$ cat src/hdl/pfp_pkg.sv
// ----------------------------------------------------------------------------
// pfp_pkg
// Shared types for the prime-first partition block: channel payloads,
// sequencer and tester states, and the primality tester's status bundle.
// ----------------------------------------------------------------------------
package pfp_pkg;

  localparam int ELEM_W = 16;

  typedef struct packed {
    logic [ELEM_W-1:0] value;
    logic              final_element;
  } pfp_in_t;

  typedef struct packed {
    logic [ELEM_W-1:0] element;
    logic              end_of_set;
  } pfp_out_t;

  // status from the primality tester
  typedef struct packed {
    logic done;   // one-cycle pulse
    logic prime;  // valid with done
  } pfp_test_res_t;

  typedef enum logic [1:0] {
    PT_IDLE,
    PT_CHECK,
    PT_DIV
  } pfp_pt_state_t;

  typedef enum logic [3:0] {
    S_LOAD,
    S_LO_RD,
    S_LO_START,
    S_LO_TEST,
    S_HI_RD,
    S_HI_START,
    S_HI_TEST,
    S_SWAP_LO,
    S_SWAP_HI,
    S_EM_RD,
    S_EM_OUT
  } pfp_state_t;

endpackage

$ cat src/hdl/pfp_prime_test.sv
// ----------------------------------------------------------------------------
// pfp_prime_test
// Iterative trial-division primality test. Divisors run from 2 while
// d*d <= v; each remainder comes from a bit-serial restoring divider.
// ----------------------------------------------------------------------------
module pfp_prime_test
  import pfp_pkg::*;
#(
  parameter int SW = 16
) (
  input  logic          clk,
  input  logic          rst_n,
  input  logic          start,
  input  logic [SW-1:0] operand,
  output pfp_test_res_t res
);

  localparam int SQW = SW + 2;
  localparam int BW  = (SW > 1) ? $clog2(SW) : 1;

  pfp_pt_state_t state_r, state_nxt;

  logic [SW-1:0]  v_r,   v_nxt;
  logic [SW-1:0]  d_r,   d_nxt;
  logic [SQW-1:0] sq_r,  sq_nxt;
  logic [SW-1:0]  rem_r, rem_nxt;
  logic [BW-1:0]  bit_r, bit_nxt;
  logic           done_r, done_nxt;
  logic           prime_r, prime_nxt;

  logic [SW:0]    rem_sh;
  logic [SW:0]    rem_sub;
  logic [SW-1:0]  rem_step;

  always_comb begin
    rem_sh   = {rem_r, v_r[bit_r]};
    rem_sub  = rem_sh - {1'b0, d_r};
    rem_step = (rem_sh >= {1'b0, d_r}) ? rem_sub[SW-1:0] : rem_sh[SW-1:0];
  end

  always_comb begin
    state_nxt = state_r;
    v_nxt     = v_r;
    d_nxt     = d_r;
    sq_nxt    = sq_r;
    rem_nxt   = rem_r;
    bit_nxt   = bit_r;
    done_nxt  = 1'b0;
    prime_nxt = prime_r;
    case (state_r)
      PT_IDLE: begin
        if (start) begin
          v_nxt = operand;
          if (operand <= SW'(1)) begin
            done_nxt  = 1'b1;
            prime_nxt = 1'b0;
          end else begin
            d_nxt     = SW'(2);
            sq_nxt    = SQW'(4);
            state_nxt = PT_CHECK;
          end
        end
      end
      PT_CHECK: begin
        if (sq_r > {2'b00, v_r}) begin
          done_nxt  = 1'b1;
          prime_nxt = 1'b1;
          state_nxt = PT_IDLE;
        end else begin
          rem_nxt   = '0;
          bit_nxt   = BW'(SW - 1);
          state_nxt = PT_DIV;
        end
      end
      PT_DIV: begin
        rem_nxt = rem_step;
        if (bit_r == '0) begin
          if (rem_step == '0) begin
            done_nxt  = 1'b1;
            prime_nxt = 1'b0;
            state_nxt = PT_IDLE;
          end else begin
            // (d+1)^2 = d^2 + 2d + 1
            sq_nxt    = sq_r + {1'b0, d_r, 1'b0} + SQW'(1);
            d_nxt     = d_r + SW'(1);
            state_nxt = PT_CHECK;
          end
        end else begin
          bit_nxt = bit_r - BW'(1);
        end
      end
      default: state_nxt = PT_IDLE;
    endcase
  end

  always_ff @(posedge clk) begin
    if (!rst_n) begin
      state_r <= PT_IDLE;
      done_r  <= 1'b0;
    end else begin
      state_r <= state_nxt;
      done_r  <= done_nxt;
    end
  end

  always_ff @(posedge clk) begin
    v_r     <= v_nxt;
    d_r     <= d_nxt;
    sq_r    <= sq_nxt;
    rem_r   <= rem_nxt;
    bit_r   <= bit_nxt;
    prime_r <= prime_nxt;
  end

  assign res.done  = done_r;
  assign res.prime = prime_r;

endmodule

$ cat src/hdl/prime_first_partition.sv
// ----------------------------------------------------------------------------
// prime_first_partition
// Buffers a set of values, partitions it in place so primes come first,
// then streams the whole set back out with the last element flagged.
// ----------------------------------------------------------------------------
//
//  channel | dir | handshake         | payload
//  --------+-----+-------------------+------------------------------------
//  in_     | in  | in_valid/in_stall | pfp_in_t  {value, final_element}
//  out_    | out | out_valid/out_stall | pfp_out_t {element, end_of_set}
//
//  Loading takes one cycle per input transaction. After a final element the
//  input stalls while the set is partitioned and emitted: each element
//  visited costs a buffer read plus the primality test, which for v <= 1
//  answers without dividing and otherwise runs trial divisions on the
//  bit-serial divider. A swap adds two buffer writes. Emission reads each
//  result through the one read port before it is registered on the output.
//  Reset (rst_n, synchronous) clears the fill count, sequencer and output
//  valid flag; buffer contents are left undefined and are never read before being written.
//  out_stall holds the output register; the next set may load while the
//  last result of the previous one still waits.
// ----------------------------------------------------------------------------
module prime_first_partition
  import pfp_pkg::*;
#(
  parameter int MAX_ELEMENTS = 32,
  parameter int VALUE_BITS   = 16
) (
  input  logic     clk,
  input  logic     rst_n,
  input  logic     in_valid,
  output logic     in_stall,
  input  pfp_in_t  in_data,
  output logic     out_valid,
  input  logic     out_stall,
  output pfp_out_t out_data
);

  // stored value width: only the low min(VALUE_BITS,16) bits of a 16-bit field survive
  localparam int SW = (VALUE_BITS < ELEM_W) ? VALUE_BITS : ELEM_W;
  localparam int AW = $clog2(MAX_ELEMENTS);
  localparam int CW = $clog2(MAX_ELEMENTS + 1);

  pfp_state_t state_r, state_nxt;

  logic [CW-1:0] fill_r, fill_nxt;
  logic [AW-1:0] lo_r,   lo_nxt;
  logic [AW-1:0] hi_r,   hi_nxt;
  logic [AW-1:0] k_r,    k_nxt;
  logic [SW-1:0] lo_val_r, lo_val_nxt;
  logic [SW-1:0] hi_val_r, hi_val_nxt;

  logic          out_valid_r, out_valid_nxt;
  pfp_out_t      out_data_r,  out_data_nxt;

  // buffer memory: one write port, one registered read port
  logic [SW-1:0] mem [MAX_ELEMENTS];
  logic          mem_we;
  logic [AW-1:0] mem_waddr;
  logic [SW-1:0] mem_wdata;
  logic          rd_en;
  logic [AW-1:0] rd_addr;
  logic [SW-1:0] rdata_r;

  logic          test_start;
  pfp_test_res_t test_res;

  logic          in_acc;
  logic          out_free;
  logic          k_last;
  logic [CW-1:0] fill_inc;

  pfp_prime_test #(
    .SW (SW)
  ) u_test (
    .clk     (clk),
    .rst_n   (rst_n),
    .start   (test_start),
    .operand (rdata_r),
    .res     (test_res)
  );

  assign in_stall = (state_r != S_LOAD);
  assign in_acc   = in_valid && !in_stall;
  assign out_free = !out_valid_r || !out_stall;
  assign k_last   = ((CW'(k_r) + CW'(1)) == fill_r);
  assign fill_inc = fill_r + CW'(1);

  always_comb begin
    state_nxt     = state_r;
    fill_nxt      = fill_r;
    lo_nxt        = lo_r;
    hi_nxt        = hi_r;
    k_nxt         = k_r;
    lo_val_nxt    = lo_val_r;
    hi_val_nxt    = hi_val_r;
    out_data_nxt  = out_data_r;
    out_valid_nxt = out_valid_r && out_stall;
    mem_we        = 1'b0;
    mem_waddr     = fill_r[AW-1:0];
    mem_wdata     = in_data.value[SW-1:0];
    rd_en         = 1'b0;
    rd_addr       = lo_r;
    test_start    = 1'b0;

    case (state_r)
      S_LOAD: begin
        if (in_acc) begin
          // full buffer drops the value but still honors the final flag
          if (fill_r < CW'(MAX_ELEMENTS)) begin
            mem_we   = 1'b1;
            fill_nxt = fill_inc;
          end
          if (in_data.final_element) begin
            lo_nxt = '0;
            k_nxt  = '0;
            if (fill_r < CW'(MAX_ELEMENTS)) begin
              hi_nxt = fill_r[AW-1:0];
            end else begin
              hi_nxt = AW'(MAX_ELEMENTS - 1);
            end
            state_nxt = S_LO_RD;
          end
        end
      end
      S_LO_RD: begin
        if (lo_r < hi_r) begin
          rd_en     = 1'b1;
          rd_addr   = lo_r;
          state_nxt = S_LO_START;
        end else begin
          state_nxt = S_EM_RD;
        end
      end
      S_LO_START: begin
        test_start = 1'b1;
        lo_val_nxt = rdata_r;
        state_nxt  = S_LO_TEST;
      end
      S_LO_TEST: begin
        if (test_res.done) begin
          if (test_res.prime) begin
            lo_nxt    = lo_r + AW'(1);
            state_nxt = S_LO_RD;
          end else begin
            state_nxt = S_HI_RD;
          end
        end
      end
      S_HI_RD: begin
        if (lo_r < hi_r) begin
          rd_en     = 1'b1;
          rd_addr   = hi_r;
          state_nxt = S_HI_START;
        end else begin
          state_nxt = S_EM_RD;
        end
      end
      S_HI_START: begin
        test_start = 1'b1;
        hi_val_nxt = rdata_r;
        state_nxt  = S_HI_TEST;
      end
      S_HI_TEST: begin
        if (test_res.done) begin
          if (test_res.prime) begin
            state_nxt = S_SWAP_LO;
          end else begin
            hi_nxt    = hi_r - AW'(1);
            state_nxt = S_HI_RD;
          end
        end
      end
      S_SWAP_LO: begin
        mem_we    = 1'b1;
        mem_waddr = lo_r;
        mem_wdata = hi_val_r;
        state_nxt = S_SWAP_HI;
      end
      S_SWAP_HI: begin
        mem_we    = 1'b1;
        mem_waddr = hi_r;
        mem_wdata = lo_val_r;
        lo_nxt    = lo_r + AW'(1);
        hi_nxt    = hi_r - AW'(1);
        state_nxt = S_LO_RD;
      end
      S_EM_RD: begin
        rd_en     = 1'b1;
        rd_addr   = k_r;
        state_nxt = S_EM_OUT;
      end
      S_EM_OUT: begin
        // rdata_r holds until the output register frees up
        if (out_free) begin
          out_valid_nxt        = 1'b1;
          out_data_nxt.element = ELEM_W'(rdata_r);
          out_data_nxt.end_of_set = k_last;
          if (k_last) begin
            fill_nxt  = '0;
            state_nxt = S_LOAD;
          end else begin
            k_nxt     = k_r + AW'(1);
            state_nxt = S_EM_RD;
          end
        end
      end
      default: state_nxt = S_LOAD;
    endcase
  end

  always_ff @(posedge clk) begin
    if (!rst_n) begin
      state_r     <= S_LOAD;
      fill_r      <= '0;
      out_valid_r <= 1'b0;
    end else begin
      state_r     <= state_nxt;
      fill_r      <= fill_nxt;
      out_valid_r <= out_valid_nxt;
    end
  end

  always_ff @(posedge clk) begin
    lo_r       <= lo_nxt;
    hi_r       <= hi_nxt;
    k_r        <= k_nxt;
    lo_val_r   <= lo_val_nxt;
    hi_val_r   <= hi_val_nxt;
    out_data_r <= out_data_nxt;
  end

  always_ff @(posedge clk) begin
    if (mem_we) begin
      mem[mem_waddr] <= mem_wdata;
    end
  end

  always_ff @(posedge clk) begin
    if (rd_en) begin
      rdata_r <= mem[rd_addr];
    end
  end

  assign out_valid = out_valid_r;
  assign out_data  = out_data_r;

endmodule
$ cat config.mk
export PLATFORM = sky130hd
export DESIGN_NAME = prime_first_partition
export DESIGN_NICKNAME = d
export VERILOG_FILES = /design/src/hdl/pfp_pkg.sv /design/src/hdl/pfp_prime_test.sv /design/src/hdl/prime_first_partition.sv
export SDC_FILE = /design/constraint.sdc
export NUM_CORES = 1
export LEC_CHECK = 0
export ABC_AREA = 0
export BUFFER_PORTS_ARGS = -buffer_cell sky130_fd_sc_hd__buf_2
export CAP_MARGIN = 20
export CELL_PAD_IN_SITES_DETAIL_PLACEMENT = 0
export CELL_PAD_IN_SITES_GLOBAL_PLACEMENT = 1
export CORE_ASPECT_RATIO = 0.9
export CORE_MARGIN = 1.5
export CORE_UTILIZATION = 55
export CTS_CLUSTER_DIAMETER = 50
export CTS_CLUSTER_SIZE = 20
export DETAILED_ROUTE_END_ITERATION = 16
export GPL_ROUTABILITY_DRIVEN = 0
export HOLD_SLACK_MARGIN = 0.03
export PLACE_DENSITY_LB_ADDON = 0.1
export SLEW_MARGIN = 15
export SYNTH_ARGS = -nofsm -noshare
export SYNTH_HDL_FRONTEND = slang
export SYNTH_SLANG_ARGS = --single-unit
$ cat constraint.sdc
create_clock -name clk -period 17.15 [get_ports clk]
set_input_delay 2.5725 -clock clk [delete_from_list [all_inputs] [get_ports clk]]
set_output_delay 2.5725 -clock clk [all_outputs]
set_load 0.01 [all_outputs]
==> impl_results.md, run 1 <==
- Antenna Nets Post-Route: 0
- Critical path arrival: 5650 ps
- Synthesized instance count: 2,312
- Max H-tree Level: 2
- Crit end category: register
- CP max FO: 25
- Most frequent CP cell: mux4_2
- Resized cells post-CTS: 0
- Vias: 19,200
- Outcome: finished clean
- Asr flop ratio synth: 0%
- Core area: 53,000 um^2
- Vias in the first global route: 17,800
- Cell total after placement: 2,995
- Critical path's slowest cell: mux4_2
- Setup TNS: 0 ps
- Mean Syn Cell Area: 12.7 um^2
- Most used flip-flop cell after synthesis: edfxtp_1
- Finished Cell Area: 32,500 um^2
- Routed wire length: 76,700 um
- CTS tree: built
- Final cell count without fillers: 3,099
- Final Critical Period: 5280 ps
- Top-Level Pins: 40
- Total track usage: 28.0%
- Post-Syn Area: 29,500 um^2
- Worst hold start: out_valid
- Mapped Nets: 2,398
- Yosys reg bits: 677
- Crit-path cells: mux4_2 > mux4_2 > ha_1 > nor2b_1 > o2111ai_1 > a21oi_1 > o31a_1 > a21o_1 > mux2i_1 > o21ai_1 > o31ai_1 > a21oi_4 > buf_16
- Layout cells sized above 1: 10.2%
- CTS root buffer: clkbuf_16
- Worst-Margin Slew: 1170 ps
- Bufs and invs on worst path: 1
- Register area share after synthesis: 68.6%
- Post-synth cell types: 78
- CTS max path bufs: 3
- DIE WIDTH: 247 um
- Critical path startpoint: u_test.bit_r[0]
- Overall Power: 4.40 mW
- R2r endpoint: u_test.sq_r[3]
- Pre-Repair DR Iteration Count: 5
- Crit-path leading delay family: compound AO/OA/AOI/OAI gates
- Rows: 80
- WS Path Type: reg -> reg
- Final worst path period share: 30.8%
- Initial core utilization: 55.6%
- CTS sink count: 677
- Worst setup SP type: register
- Num CTS Buffers: 54
- Power Dens Cells: 135 nW/um^2
- Input/output buffers: 39
- Fillers: 4,107
- Peak supply drop: 0.0944 mV
- Hold Path Class: reg -> reg
- Die area: 54,900 um^2
- DIE HEIGHT: 223 um
- Worst skew pair latency: 640 ps
- Leak: 11.5 nW
- CP Depth: 13
- Post-DR vias/cell: 6.19
- Hold Vio Cnt, Final: 0
- Fin Clk Skew: 25.0 ps
- WHS: 567 ps
- Crit path to: u_test.sq_r[3]
- Clk pin slew, worst setup/hold paths: 70 ps
- Antenna violations before repair: 1
- Final setup violating endpoints: 0
- Number of max-cap violations: 0
- Post-synth EDFFs: 663
- Area grow syn2layout: 10.4%
- CP required: 17,520 ps
- Fmax: 189 MHz
- RSZ-0062 raised after global routing: no
- Reg-to-reg slack, setup: 11,870 ps
- DP Area: 30,500 um^2
- Reg2reg start: u_test.bit_r[0]
- Pin count of the biggest net entering global routing: 100
- Max incr delay on CP: 590 ps
- # Post-CTS Setup Buffers: 0
- Count of routing violations after the opening detailed-route iteration: 2,279
- FF-to-FF path depth: 13
- Drc violations: 0
- Ys Warns: 0
- Dpl hpwl: 48,400 um
- First-pass GRT wire length: 113,000 um
- Cts hold-fix bufs: 0
- Slew HR: 22.0%
- Fin nets: 2,442
- Max Slew Vio Count: 0
- GRT overflow: 0
- Wire length per cell: 24.7 um
[placed cells by master, fill, tap and decap left out, types with 13 or more instances in the layout]
| cell type | synthesis | routed |
|---|---|---|
| xnor2_1 | 38 | 38 |
| dfxtp_1 | 14 | 14 |
| inv_1 | 60 | 60 |
| clkbuf_16 | 0 | 55 |
| nand3_1 | 149 | 149 |
| xor2_1 | 17 | 17 |
| a22oi_1 | 23 | 23 |
| nor3_1 | 28 | 27 |
| or4_1 | 16 | 16 |
| edfxtp_1 | 663 | 663 |
| mux2i_1 | 68 | 68 |
| o21ai_0 | 26 | 26 |
| nand4_1 | 28 | 28 |
| ha_1 | 63 | 63 |
| buf_2 | 42 | 39 |
| nand2_2 | 0 | 13 |
| a32oi_1 | 64 | 64 |
| nor2_1 | 129 | 128 |
| nand2_1 | 509 | 496 |
| a21oi_1 | 114 | 113 |
| buf_4 | 5 | 60 |
[report_power, final]
| group | leakage (nW) | switching [mW] | internal [mW] | total [mW] |
|---|---|---|---|---|
| clock | 0.933 | 0.645 | 0.697 | 1.34 |
| combinational | 4.48 | 0.699 | 0.346 | 1.04 |
| sequential | 6.10 | 0.0823 | 1.93 | 2.02 |
[layout make-up]
| cell class | instances | area [um^2] | area share, % |
|---|---|---|---|
| diodes | 1 | 2.50 | 0.00770 |
| flip-flops and latches | 677 | 20200 | 62.1 |
| clock buffers | 59 | 1390 | 4.28 |
| clock inverters | 42 | 546 | 1.68 |
| well taps | 697 | 872 | 2.68 |
| inverters | 61 | 229 | 0.704 |
| multi-input cells | 1461 | 8600 | 26.5 |
| repair buffers | 101 | 684 | 2.10 |
[kinds of logic after synthesis]
kind of cell             synth area share [%]
AND/OR/NAND/NOR                          14.1
flip-flops                               68.6
AO/OA/AOI/OAI                            7.64
buffers and inverters                    2.51
multiplexers                             2.77
adder cells (fa/ha/maj)                  2.81
XOR/XNOR                                 1.64
[registers in the layout, summed over array words and instances (netlist names), 6 cells and up]
name / count
u_test.v_r: 16
lo_val_r: 16
u_test.sq_r: 18
u_test.d_r: 16
rdata_r: 16
mem: 512
out_data: 17
u_test.rem_r: 16
hi_val_r: 16
fill_r: 6
[cell usage after synthesis (5+ instances only)]
cell type / number / area (um^2)
a32oi_1: 64 / 561
inv_1: 60 / 225
dfxtp_1: 14 / 280
and3_1: 11 / 68.8
a21oi_1: 114 / 571
mux2i_1: 68 / 681
nand2_1: 509 / 1910
buf_1: 7 / 26.3
xor2_1: 17 / 149
nand3_1: 149 / 746
xnor2_1: 38 / 333
edfxtp_1: 663 / 19900
or4_1: 16 / 120
nand2b_1: 12 / 75.1
nand4_1: 28 / 175
buf_4: 5 / 37.5
buf_2: 42 / 210
a211oi_1: 11 / 82.6
mux4_2: 5 / 113
and2_1: 7 / 43.8
o2111ai_1: 6 / 52.6
nor2_1: 129 / 484
o211ai_1: 8 / 60.1
a31oi_1: 9 / 56.3
ha_1: 63 / 788
o21ai_0: 26 / 130
nor2b_1: 8 / 50.1
a21o_1: 12 / 90.1
or3_1: 5 / 31.3
a22oi_1: 23 / 173
clkbuf_1: 57 / 214
nor3_1: 28 / 140
nor4_1: 11 / 68.8
[per-layer routing]
layer / vias up / global-route usage (%) / wire [um]
met3: 84 / 4.64 / 6780
met1: 9554 / 44.4 / 34400
met5: - / 0 / 0
met2: 864 / 40.7 / 34000
li1: 8678 / - / -
met4: 0 / 6.25 / 1510
[worst min-delay path, stage by stage (launching register included)]
cell	delay, ps
dfxtp_1	310
nand2_1	120
a21oi_1	80
[worst min-delay path by stage]
| stage | to | slack (ps) | cells past startpoint |
|---|---|---|---|
| detailed placement | out_valid | 550 | 2 |
| global route | out_valid | 600 | 2 |
| CTS | out_valid | 570 | 2 |
| finish | out_valid | 570 | 2 |
| global placement | u_test.state_r[0] | 540 | 2 |
| floorplan | hi_val_r[0] | 460 | 0 |
[stage by stage]
stage          utilization, %  worst slack (ps)
2_1_floorplan               -             11480
3_3_place_gp             57.6             11480
3_5_place_dp             57.7             11360
4_1_cts                  61.3             11780
5_1_grt                  61.4             11470
6_report                 61.4             11870
No activity file was read; power rests on OpenSTA's default activity.
==> run 2: changes to the inputs <==
--- a/config.mk
+++ b/config.mk
@@ -5,14 +5,14 @@
 export SDC_FILE = /design/constraint.sdc
 export NUM_CORES = 1
 export LEC_CHECK = 0
-export ABC_AREA = 0
+export ABC_AREA = 1
 export BUFFER_PORTS_ARGS = -buffer_cell sky130_fd_sc_hd__buf_2
 export CAP_MARGIN = 20
 export CELL_PAD_IN_SITES_DETAIL_PLACEMENT = 0
 export CELL_PAD_IN_SITES_GLOBAL_PLACEMENT = 1
 export CORE_ASPECT_RATIO = 0.9
 export CORE_MARGIN = 1.5
-export CORE_UTILIZATION = 55
+export CORE_UTILIZATION = 51
 export CTS_CLUSTER_DIAMETER = 50
 export CTS_CLUSTER_SIZE = 20
 export DETAILED_ROUTE_END_ITERATION = 16
==> constraint.sdc (replaced) <==
create_clock -name clk -period 5.25 [get_ports clk]
set_input_delay 0.7875 -clock clk [delete_from_list [all_inputs] [get_ports clk]]
set_output_delay 0.7875 -clock clk [all_outputs]
set_load 0.01 [all_outputs]
==> run 2 against run 1 <==
Worst setup slack lost 11000 ps; sequential share of layout area shrank 5.7 points; combinational power grew to 4.7 times the previous value; flip-flop and latch count is the same; clock skew grew 8.1 ps; count of clock-buffer cells in the layout grew 20; register-to-register slack lost 11000 ps; clock power grew to 3.8 times the previous value; sequential power grew to 3.3 times the previous value; critical path depth grew 10; die area grew 18%.
==> impl_results.md, run 2 <==
- Outcome: finished clean
- FF-to-FF path depth: 23
- Worst setup SP type: register
- Leak: 14.6 nW
- Clk pin slew, worst setup/hold paths: 60 ps
- Final setup violating endpoints: 0
- Net Sw Power: 6.02 mW
- WS Path Type: reg -> reg
- Reg-to-reg slack, setup: 1110 ps
- Logic pwr share: 29.2%
- Slew HR: 33.7%
- Crit path to: u_test.sq_r[16]
- Power Dens Cells: 469 nW/um^2
- Top-count cell post-synth: nand2_1
- Max reg flops: 512
- Hold Path Class: reg -> reg
- Die area: 64,700 um^2
- Max Slew Vio Count: 0
- Reg2reg start: u_test.bit_r[0]
- Synth area leaders: edfxtp_1, nand2_1, nand3_1
- WHS: 508 ps
- DIE HEIGHT: 241 um
- RSZ-0062 raised after global routing: no
- Max H-tree Level: 3
- Area grow syn2layout: 11.2%
- Cts hold-fix bufs: 0
- CTS max path bufs: 3
- Mapped Nets: 3,252
- CTS root buffer: clkbuf_16
- Clock network power share: 30.6%
- Crit end category: register
- # Post-CTS Setup Buffers: 0
- Pre-Repair DR Iteration Count: 5
- Final worst path period share: 78.9%
- Synthesized instance count: 3,166
- Vias: 22,400
- Post-synth cell types: 50
- Fmax: 241 MHz
- Drc violations: 0
- Total track usage: 26.3%
- Critical path startpoint: u_test.bit_r[0]
- CP required: 5500 ps
- Most frequent cells in the layout: nand2_1, edfxtp_1, nand3_1
- Asr flop ratio synth: 0%
- Antenna Nets Post-Route: 0
- Switching part of the total: 35.9%
- Most frequent cells after synthesis: nand2_1, edfxtp_1, nand3_1
- Post-layout util: 57.2%
- Worst skew pair latency: 630 ps
- Mean Syn Cell Area: 10.2 um^2
- DIE WIDTH: 268 um
- Overall Power: 16.8 mW
- Setup TNS: 0 ps
- Commonest non-fill, non-tap cell in the layout: nand2_1
- Antenna violations before repair: 0
- Register area share after synthesis: 62.7%
- Rows: 87
- Post-Syn Area: 32,200 um^2
- Num CTS Buffers: 70
- First-pass GRT wire length: 127,000 um
- CP max FO: 34
- Hold Vio Cnt, Final: 0
- Initial core utilization: 51.4%
- Worst-Margin Slew: 994 ps
- R2r endpoint: u_test.sq_r[16]
- GRT overflow: 0
- CTS tree: built
- Biggest register: mem
- Resized cells post-CTS: 0
- Final Critical Period: 4140 ps
- Sequential share of power: 40.2%
- Post-DR vias/cell: 5.42
- CTS sink count: 677
- Count of routing violations after the opening detailed-route iteration: 2,169
- Fin nets: 3,310
- DP Area: 33,500 um^2
- Ys Warns: 0
- Yosys reg bits: 677
- Dpl hpwl: 53,700 um
- Number of max-cap violations: 0
- Synth top area share: 61.8%
- Core area: 62,600 um^2
- Wire length per cell: 20.4 um
- Vias in the first global route: 20,700
- Most used flip-flop cell after synthesis: edfxtp_1
- Peak supply drop: 0.298 mV
- P_int: 10.8 mW
- Finished Cell Area: 35,800 um^2
- Fin Clk Skew: 33.1 ps
- Critical path arrival: 4390 ps
- Post-synth EDFFs: 663
- Pin count of the biggest net entering global routing: 161
- Input/output buffers: 39
- Routed wire length: 84,300 um
- Fillers: 5,323
- Top-Level Pins: 40
- Layout cells sized above 1: 8.26%
- Largest area contributor in the netlist: edfxtp_1
==> run 2: cell families (layout without fill, tap and decap cells) <==
logic type               Yosys count  count (layout)  share of synthesized area (%)
AO/OA/AOI/OAI                    227             227                           3.83
XOR/XNOR                          19              19                          0.517
adder cells (fa/ha/maj)           65              65                           2.57
buffers and inverters            611             726                           7.89
flip-flops                       677             677                           62.7
other                              0               1                              0
AND/OR/NAND/NOR                 1567            1567                           22.5
==> run 2: power by group through the flow <==
| stage | combinational [mW] | sequential [mW] | clock [mW] |
|---|---|---|---|
| global placement | 4.80 | 6.86 | 0 |
| floorplan | 3.40 | 6.73 | 0 |
| finish | 4.90 | 6.75 | 5.13 |
| detailed placement | 4.86 | 6.87 | 0 |
| global route | 5.44 | 6.78 | 5.43 |
| CTS | 4.89 | 6.75 | 5.22 |
==> run 2: final cells by class <==
type / count / area [um^2] / area share (%)
Antenna cell: 1 / 2.50 / 0.00699
Clock buffer: 79 / 1850 / 5.16
Clock inverter: 50 / 520 / 1.45
Inverter: 475 / 1790 / 4.99
Multi-Input combinational cell: 1878 / 9520 / 26.6
Sequential cell: 677 / 20200 / 56.4
Tap cell: 845 / 1060 / 2.95
Timing Repair Buffer: 122 / 893 / 2.49
==> run 2: layer usage <==
| layer | up-vias | track usage, % | wire (um) |
|---|---|---|---|
| met1 | 10800 | 38.6 | 39100 |
| li1 | 10800 | - | - |
| met4 | 0 | 7.58 | 2190 |
| met2 | 680 | 41.0 | 38300 |
| met3 | 125 | 3.67 | 4700 |
| met5 | - | 0 | 0 |
==> run 2: worst min path at each step <==
stage	startpoint	endpoint	slack (ps)	cells past startpoint
global route	rst_n	fill_r[0]	520	3
finish	u_test.state_r[1]	u_test.state_r[1]	510	2
detailed placement	u_test.state_r[1]	u_test.state_r[1]	500	2
CTS	rst_n	fill_r[0]	480	3
global placement	u_test.state_r[1]	u_test.state_r[1]	490	2
floorplan	rdata_r[0]	hi_val_r[0]	460	0
==> run 2: stage by stage <==
stage               setup WS [ps]  cells
floorplan                     653   3166
global placement             1340   3997
detailed placement           1190   3997
CTS                          1180   4126
global route                  657   4126
finish                       1110   4127
==> run 2: critical path, cell delays in order (launching register included) <==
cell and delay, ps:
edfxtp_1 540, inv_1 260, nand2_1 100, nand3_1 100, nand2_1 50, a21oi_1 100
nand2_1 70, nand2_1 120, inv_1 60, ha_1 170, inv_1 110, nand3_1 110
nand3_1 130, nand2_1 280, nand2_2 370, nand3_1 160, nand2_1 90, nor2_1 40
nand2_1 60, nor2_1 50, nand2_1 80, nand2_1 120, a21oi_4 140, buf_4 420
